File: src/hw/rtl/char_lcd_4bit_write_sequencer_unit_macros.svh
// Assertion macros for the character LCD write sequencer.
// Clock clk and active-low reset rst_n are taken from the including module.
`ifndef CHAR_LCD_4BIT_WRITE_SEQUENCER_UNIT_MACROS_SVH
`define CHAR_LCD_4BIT_WRITE_SEQUENCER_UNIT_MACROS_SVH
`ifndef SYNTHESIS
// Condition must hold on every clock edge out of reset
`define CLCD_ASSERT(lbl, cond, msg) \
  lbl: assert property (@(posedge clk) disable iff (!rst_n) (cond)) else $error(msg);
// Antecedent on one edge implies consequent on the next
`define CLCD_ASSERT_NEXT(lbl, ante, cons, msg) \
  lbl: assert property (@(posedge clk) disable iff (!rst_n) (ante) |=> (cons)) else $error(msg);
`else
`define CLCD_ASSERT(lbl, cond, msg)
`define CLCD_ASSERT_NEXT(lbl, ante, cons, msg)
`endif
`endif

File: src/hw/rtl/clcd_pkg.sv
// Shared types, codes and the microcode ROM of the character LCD sequencer.
// No dependencies.
`default_nettype none
package clcd_pkg;

  // Request codes
  localparam logic [2:0] FUNC_INIT   = 3'd0;
  localparam logic [2:0] FUNC_CMD    = 3'd1;
  localparam logic [2:0] FUNC_CHAR   = 3'd2;
  localparam logic [2:0] FUNC_MOVE   = 3'd3;
  localparam logic [2:0] FUNC_NIBBLE = 3'd4;

  // Register indexes
  localparam logic [1:0] REG_STROBE = 2'd0;
  localparam logic [1:0] REG_POWER  = 2'd1;
  localparam logic [1:0] REG_SECOND = 2'd2;
  localparam logic [1:0] REG_THIRD  = 2'd3;

  // Register reset values
  localparam logic [19:0] StrobeReset = 20'h01500;
  localparam logic [23:0] PowerReset  = 24'h07FFFF;
  localparam logic [23:0] SecondReset = 24'h00FFFF;
  localparam logic [23:0] ThirdReset  = 24'h0005DC;

  // Cursor address bases
  localparam logic [7:0] Line1Base = 8'h80;
  localparam logic [7:0] Line2Base = 8'hC0;

  // Program layout
  localparam int PcW = 6;
  localparam logic [PcW-1:0] PcInit     = 6'd0;
  localparam logic [PcW-1:0] PcInitByte = 6'd11;
  localparam logic [PcW-1:0] PcInitEnd  = 6'd31;
  localparam logic [PcW-1:0] PcByte     = 6'd32;
  localparam logic [PcW-1:0] PcNibble   = 6'd37;
  localparam logic [PcW-1:0] ProgLen    = 6'd40;

  typedef enum logic [1:0] {
    NIB_CONST = 2'd0,
    NIB_HI    = 2'd1,
    NIB_LO    = 2'd2
  } nib_sel_t;

  typedef enum logic [2:0] {
    HOLD_STROBE = 3'd0,
    HOLD_POWER  = 3'd1,
    HOLD_SECOND = 3'd2,
    HOLD_THIRD  = 3'd3,
    HOLD_ZERO   = 3'd4
  } hold_sel_t;

  // One control word per step
  typedef struct packed {
    logic      rs_req;    // rs follows the request, else low
    logic      en;
    nib_sel_t  nib_sel;
    logic [3:0] nib_const;
    hold_sel_t hold_sel;
    logic      last;      // final state, returns to idle
  } ucode_t;

  localparam logic [7:0] InitBytes [5] = '{8'h28, 8'h08, 8'h01, 8'h06, 8'h0F};

  function automatic ucode_t mk(logic rs_req, logic en, nib_sel_t sel, logic [3:0] k,
                                hold_sel_t hs, logic lst);
    ucode_t w;
    w.rs_req    = rs_req;
    w.en        = en;
    w.nib_sel   = sel;
    w.nib_const = k;
    w.hold_sel  = hs;
    w.last      = lst;
    return w;
  endfunction

  // Microcode ROM
  function automatic ucode_t rom_word(logic [PcW-1:0] pc);
    ucode_t     w;
    logic [4:0] idx;
    logic [7:0] b;
    idx = 5'(pc - PcInitByte);
    b   = InitBytes[3'(idx[4:2])];
    case (pc)
      6'd0:  w = mk(1'b0, 1'b0, NIB_CONST, 4'h0, HOLD_POWER,  1'b0);
      6'd1:  w = mk(1'b0, 1'b0, NIB_CONST, 4'h3, HOLD_STROBE, 1'b0);
      6'd2:  w = mk(1'b0, 1'b1, NIB_CONST, 4'h3, HOLD_STROBE, 1'b0);
      6'd3:  w = mk(1'b0, 1'b0, NIB_CONST, 4'h3, HOLD_SECOND, 1'b0);
      6'd4:  w = mk(1'b0, 1'b0, NIB_CONST, 4'h3, HOLD_STROBE, 1'b0);
      6'd5:  w = mk(1'b0, 1'b1, NIB_CONST, 4'h3, HOLD_STROBE, 1'b0);
      6'd6:  w = mk(1'b0, 1'b0, NIB_CONST, 4'h3, HOLD_THIRD,  1'b0);
      6'd7:  w = mk(1'b0, 1'b0, NIB_CONST, 4'h3, HOLD_STROBE, 1'b0);
      6'd8:  w = mk(1'b0, 1'b1, NIB_CONST, 4'h3, HOLD_STROBE, 1'b0);
      6'd9:  w = mk(1'b0, 1'b0, NIB_CONST, 4'h2, HOLD_STROBE, 1'b0);
      6'd10: w = mk(1'b0, 1'b1, NIB_CONST, 4'h2, HOLD_STROBE, 1'b0);
      6'd31: w = mk(1'b0, 1'b0, NIB_CONST, 4'hF, HOLD_ZERO,   1'b1);
      // generic byte: setup/pulse high nibble, setup/pulse low nibble, final
      6'd32: w = mk(1'b1, 1'b0, NIB_HI, 4'h0, HOLD_STROBE, 1'b0);
      6'd33: w = mk(1'b1, 1'b1, NIB_HI, 4'h0, HOLD_STROBE, 1'b0);
      6'd34: w = mk(1'b1, 1'b0, NIB_LO, 4'h0, HOLD_STROBE, 1'b0);
      6'd35: w = mk(1'b1, 1'b1, NIB_LO, 4'h0, HOLD_STROBE, 1'b0);
      6'd36: w = mk(1'b0, 1'b0, NIB_LO, 4'h0, HOLD_ZERO,   1'b1);
      // single nibble
      6'd37: w = mk(1'b0, 1'b0, NIB_HI, 4'h0, HOLD_STROBE, 1'b0);
      6'd38: w = mk(1'b0, 1'b1, NIB_HI, 4'h0, HOLD_STROBE, 1'b0);
      6'd39: w = mk(1'b0, 1'b0, NIB_HI, 4'h0, HOLD_ZERO,   1'b1);
      default: begin
        if (pc >= PcInitByte && pc < PcInitEnd) begin
          // init bytes, four steps each
          w = mk(1'b0, idx[0], NIB_CONST, idx[1] ? b[3:0] : b[7:4], HOLD_STROBE, 1'b0);
        end else begin
          w = mk(1'b0, 1'b0, NIB_CONST, 4'h0, HOLD_ZERO, 1'b1);
        end
      end
    endcase
    return w;
  endfunction

endpackage
`default_nettype wire

File: src/hw/rtl/char_lcd_4bit_write_sequencer_unit.sv
// Character LCD 4-bit write sequencer: top level, microcoded step engine.
// Depends on clcd_pkg and char_lcd_4bit_write_sequencer_unit_macros.svh.
//
// Usage:
//   in_*  : one request item per handshake. Requests are init, command byte,
//           character, move cursor and single nibble. Unused codes and
//           non-printable characters are taken and produce no items.
//   out_* : timed pin states (rs, en, nibble, hold ticks); out_tlast marks the
//           final state of a request.
//   cfg_* : APB-style write/read of the four timing registers, pready tied high.
// Timing: a request is taken when the sequencer is free; busy and the step counter
//   are registered on accept, then the output register loads the first pin state,
//   and one state follows per cycle while out_tready is high. An init request gives
//   32 states, a byte request 5 states, a nibble request 3 states; a dropped
//   request gives none. The step counter walking the microcode ROM sets these
//   figures: one ROM word per result.
//   The next request is taken as soon as the final state of the current one
//   sits in the output register.
// Reset: timing registers return to their defaults, sequencer idle, no output.
// Stall: a low out_tready with a valid output state freezes the output register and the step counter.
`default_nettype none
`include "char_lcd_4bit_write_sequencer_unit_macros.svh"
module char_lcd_4bit_write_sequencer_unit (
  input  wire logic        clk,
  input  wire logic        rst_n,
  // request stream
  input  wire logic        in_tvalid,
  output logic             in_tready,
  input  wire logic [31:0] in_tdata,   // func[2:0], code_byte[10:3], row[18:11], column[26:19]
  // pin-state stream
  output logic             out_tvalid,
  input  wire logic        out_tready,
  output logic [31:0]      out_tdata,  // reg_select[0], enable_pin[1], data_nibble[5:2],
                                       // hold_ticks[29:6]
  output logic             out_tlast,  // last
  // configuration
  input  wire logic        cfg_psel,
  input  wire logic        cfg_penable,
  input  wire logic        cfg_pwrite,
  input  wire logic [3:0]  cfg_paddr,
  input  wire logic [31:0] cfg_pwdata,
  output logic [31:0]      cfg_prdata,
  output logic             cfg_pready
);

  localparam int PcW = clcd_pkg::PcW;

  // Timing registers
  logic [19:0] strobe_r;
  logic [23:0] power_r;
  logic [23:0] second_r;
  logic [23:0] third_r;
  logic [1:0]  reg_idx;
  logic        cfg_wr;

  assign cfg_pready = 1'b1;
  assign reg_idx    = cfg_paddr[3:2];
  assign cfg_wr     = cfg_psel && cfg_penable && cfg_pwrite && cfg_pready;

  always_ff @(posedge clk) begin
    if (!rst_n) begin
      strobe_r <= clcd_pkg::StrobeReset;
      power_r  <= clcd_pkg::PowerReset;
      second_r <= clcd_pkg::SecondReset;
      third_r  <= clcd_pkg::ThirdReset;
    end else if (cfg_wr) begin
      case (reg_idx)
        clcd_pkg::REG_STROBE: strobe_r <= cfg_pwdata[19:0];
        clcd_pkg::REG_POWER:  power_r  <= cfg_pwdata[23:0];
        clcd_pkg::REG_SECOND: second_r <= cfg_pwdata[23:0];
        clcd_pkg::REG_THIRD:  third_r  <= cfg_pwdata[23:0];
        default: ;
      endcase
    end
  end

  // Register readback
  always_comb begin
    case (reg_idx)
      clcd_pkg::REG_STROBE: cfg_prdata = {12'd0, strobe_r};
      clcd_pkg::REG_POWER:  cfg_prdata = {8'd0, power_r};
      clcd_pkg::REG_SECOND: cfg_prdata = {8'd0, second_r};
      clcd_pkg::REG_THIRD:  cfg_prdata = {8'd0, third_r};
      default:              cfg_prdata = 32'd0;
    endcase
  end

  // Request fields
  logic [2:0] in_func;
  logic [7:0] in_code;
  logic [7:0] in_row;
  logic [7:0] in_col;
  assign in_func = in_tdata[2:0];
  assign in_code = in_tdata[10:3];
  assign in_row  = in_tdata[18:11];
  assign in_col  = in_tdata[26:19];

  // Sequencer control
  logic           busy_r, busy_nxt;
  logic [PcW-1:0] pc_r, pc_nxt;
  logic [7:0]     byte_r, byte_nxt;
  logic           rs_r, rs_nxt;
  logic           in_acc;
  logic           out_load;
  logic           printable;
  clcd_pkg::ucode_t uc;

  assign in_tready = !busy_r;
  assign in_acc    = in_tvalid && in_tready;
  assign out_load  = busy_r && (!out_tvalid || out_tready);
  assign uc        = clcd_pkg::rom_word(pc_r);
  assign printable = (in_code inside {[8'h20:8'h7F]}) || (in_code >= 8'hA0);

  // Entry decode on accept, step advance on output load
  always_comb begin
    busy_nxt = busy_r;
    pc_nxt   = pc_r;
    byte_nxt = byte_r;
    rs_nxt   = rs_r;
    if (in_acc) begin
      byte_nxt = in_code;
      rs_nxt   = 1'b0;
      case (in_func)
        clcd_pkg::FUNC_INIT: begin
          busy_nxt = 1'b1;
          pc_nxt   = clcd_pkg::PcInit;
        end
        clcd_pkg::FUNC_CMD: begin
          busy_nxt = 1'b1;
          pc_nxt   = clcd_pkg::PcByte;
        end
        clcd_pkg::FUNC_CHAR: begin
          busy_nxt = printable;
          rs_nxt   = 1'b1;
          pc_nxt   = clcd_pkg::PcByte;
        end
        clcd_pkg::FUNC_MOVE: begin
          busy_nxt = 1'b1;
          pc_nxt   = clcd_pkg::PcByte;
          byte_nxt = ((in_row != 8'd0) ? clcd_pkg::Line2Base : clcd_pkg::Line1Base) + in_col;
        end
        clcd_pkg::FUNC_NIBBLE: begin
          busy_nxt = 1'b1;
          pc_nxt   = clcd_pkg::PcNibble;
        end
        default: busy_nxt = 1'b0;
      endcase
    end else if (out_load) begin
      pc_nxt = pc_r + 1'b1;
      if (uc.last) begin
        busy_nxt = 1'b0;
      end
    end
  end

  always_ff @(posedge clk) begin
    if (!rst_n) begin
      busy_r <= 1'b0;
      pc_r   <= clcd_pkg::PcInit;
    end else begin
      busy_r <= busy_nxt;
      pc_r   <= pc_nxt;
    end
  end

  always_ff @(posedge clk) begin
    byte_r <= byte_nxt;
    rs_r   <= rs_nxt;
  end

  // Datapath: pin levels selected by the control word
  logic [3:0]  nib_val;
  logic [23:0] hold_val;

  always_comb begin
    case (uc.nib_sel)
      clcd_pkg::NIB_HI: nib_val = byte_r[7:4];
      clcd_pkg::NIB_LO: nib_val = byte_r[3:0];
      default:          nib_val = uc.nib_const;
    endcase
    case (uc.hold_sel)
      clcd_pkg::HOLD_STROBE: hold_val = {4'd0, strobe_r};
      clcd_pkg::HOLD_POWER:  hold_val = power_r;
      clcd_pkg::HOLD_SECOND: hold_val = second_r;
      clcd_pkg::HOLD_THIRD:  hold_val = third_r;
      default:               hold_val = 24'd0;
    endcase
  end

  // Output register
  logic        out_valid_r;
  logic [29:0] out_data_r;
  logic        out_last_r;

  always_ff @(posedge clk) begin
    if (!rst_n) begin
      out_valid_r <= 1'b0;
    end else if (out_load) begin
      out_valid_r <= 1'b1;
    end else if (out_tready) begin
      out_valid_r <= 1'b0;
    end
  end

  always_ff @(posedge clk) begin
    if (out_load) begin
      out_data_r <= {hold_val, nib_val, uc.en, uc.rs_req & rs_r};
      out_last_r <= uc.last;
    end
  end

  assign out_tvalid = out_valid_r;
  assign out_tdata  = {2'b00, out_data_r};
  assign out_tlast  = out_last_r;

  // Checks
  `CLCD_ASSERT(a_pc_range, !busy_r || (pc_r < clcd_pkg::ProgLen), "step counter out of program")
  `CLCD_ASSERT_NEXT(a_last_frees, out_load && uc.last, !busy_r, "sequencer busy after final step")
  `CLCD_ASSERT_NEXT(a_no_accept_busy, busy_r && !(out_load && uc.last), !in_tready,
                    "request ready while a program runs")
  `CLCD_ASSERT(a_final_state, !(out_tvalid && out_tlast) ||
               (!out_tdata[1] && !out_tdata[0] && (out_tdata[29:6] == 24'd0)),
               "final state not idle pins with zero hold")

endmodule
`default_nettype wire
File: config.mk
export PLATFORM = sky130hd
export DESIGN_NAME = char_lcd_4bit_write_sequencer_unit
export DESIGN_NICKNAME = d
export VERILOG_FILES = /design/src/hw/rtl/clcd_pkg.sv /design/src/hw/rtl/char_lcd_4bit_write_sequencer_unit.sv
export VERILOG_INCLUDE_DIRS = /design/src /design/src/hw/rtl
export SDC_FILE = /design/constraint.sdc
export NUM_CORES = 1
export LEC_CHECK = 0
export BUFFER_PORTS_ARGS = -buffer_cell sky130_fd_sc_hd__buf_2
export CORE_MARGIN = 1.5
export CORE_UTILIZATION = 40
export CTS_BUF_LIST = sky130_fd_sc_hd__clkbuf_8
export CTS_CLUSTER_DIAMETER = 100
export DETAILED_ROUTE_END_ITERATION = 8
export SLEW_MARGIN = 20
export SYNTH_ARGS = -nofsm -noshare
export SYNTH_HDL_FRONTEND = slang
export SYNTH_SLANG_ARGS = --single-unit
File: constraint.sdc
create_clock -name clk -period 3.3 [get_ports clk]
set_input_delay 0 -clock clk [delete_from_list [all_inputs] [get_ports clk]]
set_output_delay 0 -clock clk [all_outputs]
set_load 0.01 [all_outputs]
* After elaboration in Yosys (flattened, before gate mapping) *
Memory sizes are Yosys's and may differ from the RTL's.
Cells that the tools add are included.

word-level totals
  register bits = 140
  memories kept = 1
  word-level logic and storage cells = 103
  ROM bits = 64
  output and inout bits = 68

operators by class
  mux-type cells = 20
  reduce and logical (&&, ||, !) cells = 28
  $add $sub $neg = 3
  order comparisons = 6
  bitwise operators = 2
  equal/unequal tests = 32

memories
  memory           words  width  read ports  clocked after memory_dff  write ports  RTL line        RTL
  (no name shown)  8      8      1           0                         0            clcd_pkg.sv:82  b = InitBytes[3'(idx[4:2])];

operator list
  kind                 number
  $pmux 12 s16         1
  $pmux 32 s4          1
  $pmux 24 s4          1
  $eq 6x6->1 const B   8
  $eq 6x3->1 const B   4
  $mux 8               3
  $eq 6x4->1 const B   3
  $pmux 6 s3           1
  $eq 3x2->1 const B   4
  $eq 6x2->1 const B   2
  $mux 6               2
  $reduce_and 2->1     6
  $mux 11              1
  $reduce_or 3->1      3
  $add 8x8->8          1
  $ge 8x6->1 const B   1
  $ge 8x8->1 const B   1
  $le 8x7->1 const B   1
  $pmux 4 s2           1
  $reduce_bool 8->1    1
  $mux 7               1
  $add 6x1->6 const B  1
  $eq 2x2->1 const B   3
  $eq 3x1->1 const B   2
  22 further kinds     38

* Longest topological paths before layout *
  depth after elaboration = 11
  mapped depth = 13
  depth with buffers taken out = 12

* Least setup slack after synthesis *
OpenSTA, ideal clock, no wires.

  path kind = reg2reg
  from = reg pc_r[0]
  to = reg out_data_r[4], data pin
  required time = 3,043 ps
  period minus slack after synthesis = 2,595 ps
  path slack = 705 ps
  setup time = 257 ps
  cell stages (with the launch flop) = 14
  data arrival time = 2,338 ps
  cells stage by stage = dfxtp_1 > ha_1 > buf_2 > buf_2 > nor2_1 > o21bai_1 > nor2_1 > nor2_1 > inv_1 > ha_1 > a221o_1 > o31ai_1 > a221oi_1 > a32o_1

on the way
  longest elaborated chain between the ends = 9
  elaborated cells on any way between the ends = 36
  classes of those cells = add/sub (1); order compare (2); eq/ne (21); mux (6); bitwise (1); reduce/logical (4); memory (1)

RTL lines
  what                                        RTL line                                   RTL
  start, declared                             char_lcd_4bit_write_sequencer_unit.sv:100  logic [PcW-1:0] pc_r, pc_nxt;
  start signal, assigned                      char_lcd_4bit_write_sequencer_unit.sv:159  pc_r <= clcd_pkg::PcInit;
  start signal, assigned                      char_lcd_4bit_write_sequencer_unit.sv:162  pc_r <= pc_nxt;
  $sub 5x4->5                                 clcd_pkg.sv:81                             idx = 5'(pc - PcInitByte);
  $not 3->4 (implied by the code)             clcd_pkg.sv:82
  $mem_v2 8x8                                 n/a
  $mux 8 (implied by the code) (2 in series)  clcd_pkg.sv:82
  $mux 4                                      clcd_pkg.sv:109                            w = mk(1'b0, idx[0], NIB_CONST, idx[1] ? b[3:0] : b[7:4], HOLD_STROBE, 1'b0);
  $mux 11                                     clcd_pkg.sv:107                            if (pc >= PcInitByte && pc < PcInitEnd) begin
  $pmux 12 s16 *                              clcd_pkg.sv:83                             case (pc)
  $pmux 4 s2 *                                char_lcd_4bit_write_sequencer_unit.sv:176  case (uc.nib_sel)
  named net nib_val[2]                        char_lcd_4bit_write_sequencer_unit.sv:172  logic [3:0] nib_val;
  end signal, assigned                        char_lcd_4bit_write_sequencer_unit.sv:207  out_data_r <= {hold_val, nib_val, uc.en, uc.rs_req & rs_r};
  end, declared                               char_lcd_4bit_write_sequencer_unit.sv:192  logic [29:0] out_data_r;

The timed path passes the listed nets; every way through them passes the cells marked *. The select of a mux whose other input is x is not followed.
A chain may end at the register's enable or synchronous reset.

* Worst setup path in the final report *
  from = reg pc_r[0]
  to = reg out_data_r[2], data pin

The elaborated chain is that of the path after synthesis.

==> impl_results.md <==
* Max VDD drop at 258.5 uV
* WL final at 19500 microns
* Leakage at between 3 and 4 nW
* PortBufs at around 120
* Peak Freq at between 0.3 and 0.4 GHz
* Synth Instances at 761
* Worst-path fanout max at 9
* Pwr Total at 0.004423 W
* First-pass GRT wire length at between 30000 and 40000 microns
* WP depth at 11
* Die area at about 18000 sq um
* Final Cycle Share at 0.8554
* Sequential area share after synthesis at 0.4531
* Slew headroom at 0.3033
* Slew Limit Fails at 0
* Post-detail-place hpwl at between 10000 and 15000 microns
* Initial antenna violation count at 0
* Synth area leader: dfxtp_1
* Max-cap violation count at 0
* Power per Cell Area at 505.3 nW/um^2
* Initial Utilization at 0.4087
* Wire per inst at about 17 microns
* CP delay by family, top: compound AO/OA/AOI/OAI gates
* Vias in the first global route at about 5800
* Netlist cell types at 66
* Nets at around 990
* CP required at 3520 ps
* Final setup viols at 0
* Pin count of the biggest net entering global routing at between 40 and 50
* Period minus WS final at 2823 ps
* Grt ovf at 0
* First DRT Iteration DRCs at slightly above 700
* Clock Path Buffers at 2
* DR pass1 iterations at 9
* Ys async rst share at 0
* DRC Markers at 0
* CP arrival at roughly 3000 ps
* Crit-path max cell delay at just over 500 ps
* Number of synthesis warnings at 0
* Status: finished clean
* Worst-path clk slew at ~80 ps
* Area delta synth->final at 23.81%
* Via/cell ratio at approximately 5.4
* I/O Pins at 143
* Most common cell in the netlist: nand2_1
* Die Span Y at between 100 and 150 microns
* Fin Setup TNS at 0 ps
* Post-synth top cells: 200 x nand2_1, 100 x dfxtp_1, 51 x nand3_1
* Die Wd at 135.9 microns
* Placement row count at 48
* Total CTS buffers at 17
* Area contributors post-synth: dfxtp_1 28%, edfxtp_1 17%, nand2_1 11%
* Slowest cell on the critical path: dfxtp_1
* R2R depth at 11
* Final Hold Viols at 0
* Top cell type's share of synthesized area at 0.2832
* Number of gates resized after cts at 0
* Filler cells at ~1700
* Mapped Area at around 7100 sq um
* CTS tree: yes
* Hold Slack at approximately 53 ps
* WS Path Type: reg2reg
* Placement Setup Slack at slightly above 500 ps
* Mean post-synth cell area at 9.289 sq um
* Worst Skew at around 14 ps
* Post-route ant nets at 0
* Total GRT Usage at 0.2175
* Worst skew pair latency at 460 ps
* Core footprint at approximately 17000 sq um
* CTS root buf: clkbuf_8
* Critical Path Source Type: flip-flop
* H-tree depth at 4
* Slew @ Worst Pin at 1037 ps
* Clock Sinks at 140
* Hold Buf Count CTS at 44
* RSZ-0062 raised after global routing: no
* Seq cells post-synth at 140
* Post-synth EDFFs at 40
* # diodes at 0
* Global placement routability congestion at ~0.84
* Worst min-delay path class: in2reg
* CP endpoint kind: flip-flop
* Setup WS post-layout at approximately 480 ps
* WP buf/inv at 1
* Post-synth top flop: dfxtp_1
* WHS Path Cells at 4
* Share of cells above drive strength 1 at 0.2527
* Post-CTS Setup Inserts at 0
* Vias at between 6000 and 7000
* CP cell instances: inv_1, ha_1, and2b_1, o21bai_1, nor2_1, nor2_1, ha_1, a221o_1, o31ai_1, a221oi_1, a32o_1
-- flip-flops by register name (all words and copies together) (netlist names) --
name        cells
busy_r          1
byte_r          8
out_data_r     30
out_tlast       1
out_tvalid      1
pc_r            6
power_r        24
rs_r            1
second_r       24
strobe_r       20
third_r        24
-- layout make-up --
type	instances	area, sq um	share of cell area
repair buffers	183	1194	0.1364
clock inverters	14	240.2	0.02745
flip-flops and latches	140	3203	0.3660
inverters	36	135.1	0.01544
well taps	225	281.5	0.03217
multi-input cells	527	3451	0.3943
clock buffers	18	247.7	0.02831
-- worst reg2reg max path, delay by kind of cell, from the launching register on --
family | cells | cell delay (ps)
adders and majority gates | 2 | 710
and+or+nand+nor | 3 | 380
AOI/OAI and AO/OA | 5 | 890
DFF | 1 | 510
buffers and inverters | 1 | 110
-- power by group --
group          switching [W]  internal, W  total, W  leakage [nW]
Sequential         0.0000402      0.00188   0.00192          1.19
Combinational       0.000461     0.000339  0.000800          2.07
Clock               0.000700      0.00100   0.00170         0.245
-- cell families (layout without fill, tap and decap cells) --
group	count (synthesis)	in the layout	synth area share
buffers and inverters	103	251	0.06672
XOR/XNOR	4	4	0.004957
AND/OR/NAND/NOR	307	307	0.1906
flip-flops	140	140	0.4531
adder cells (fa/ha/maj)	7	7	0.01239
multiplexers	31	31	0.08124
other	2	11	0.001062
AO/OA/AOI/OAI	167	167	0.1899
-- cells in the final DEF (no fill, tap or decap), drive strengths merged, types with 4 or more instances in the layout --
cell / n
nand2: 201
buf: 139
dfxtp: 100
nand3: 51
a21boi: 48
dlygate4sd3: 44
edfxtp: 40
inv: 39
o21ai: 32
a222oi: 24
mux4: 20
clkbuf: 18
nor2: 15
mux2: 11
conb: 11
ha: 7
a21oi: 7
o21a: 6
bufinv: 6
nor4: 6
o211ai: 5
and2: 5
nand2b: 5
o31ai: 4
nand3b: 4
o21bai: 4
nor2b: 4
a221oi: 4
a22o: 4
nor3: 4
clkinv: 4
-- per-layer routing --
| metal | vias to the layer above | wire (microns) | part of all wire | GRT usage |
|---|---|---|---|---|
| met5 | - | 0 | 0 | 0 |
| met4 | 0 | 370 | 0.019 | 0.07388 |
| met3 | 26 | 1192 | 0.061 | 0.03654 |
| met2 | 223 | 9342 | 0.48 | 0.3519 |
| met1 | 2960 | 8589 | 0.44 | 0.2950 |
| li1 | 2983 | - | - | - |
-- final timing paths --
| kind | from | to | slack (ps) |
|---|---|---|---|
| worst max-delay path | pc_r[0] | out_data_r[2] | 480 |
| worst min-delay path | in_tdata[1] | pc_r[3] | 50 |
| worst max register to register | pc_r[0] | out_data_r[2] | 480 |
| worst min register to register | strobe_r[13] | strobe_r[13] | 480 |
-- stage by stage --
stage                     cell area, sq um    util  cells
after floorplan                       7103       -    770
after detailed placement              7824  0.4523   1067
after global placement                7824  0.4523   1067
after CTS                             8752  0.5060   1143
after global routing                  8752  0.5060   1143
final                                 8752  0.5060   1143
(Power assumes the default switching activity.)
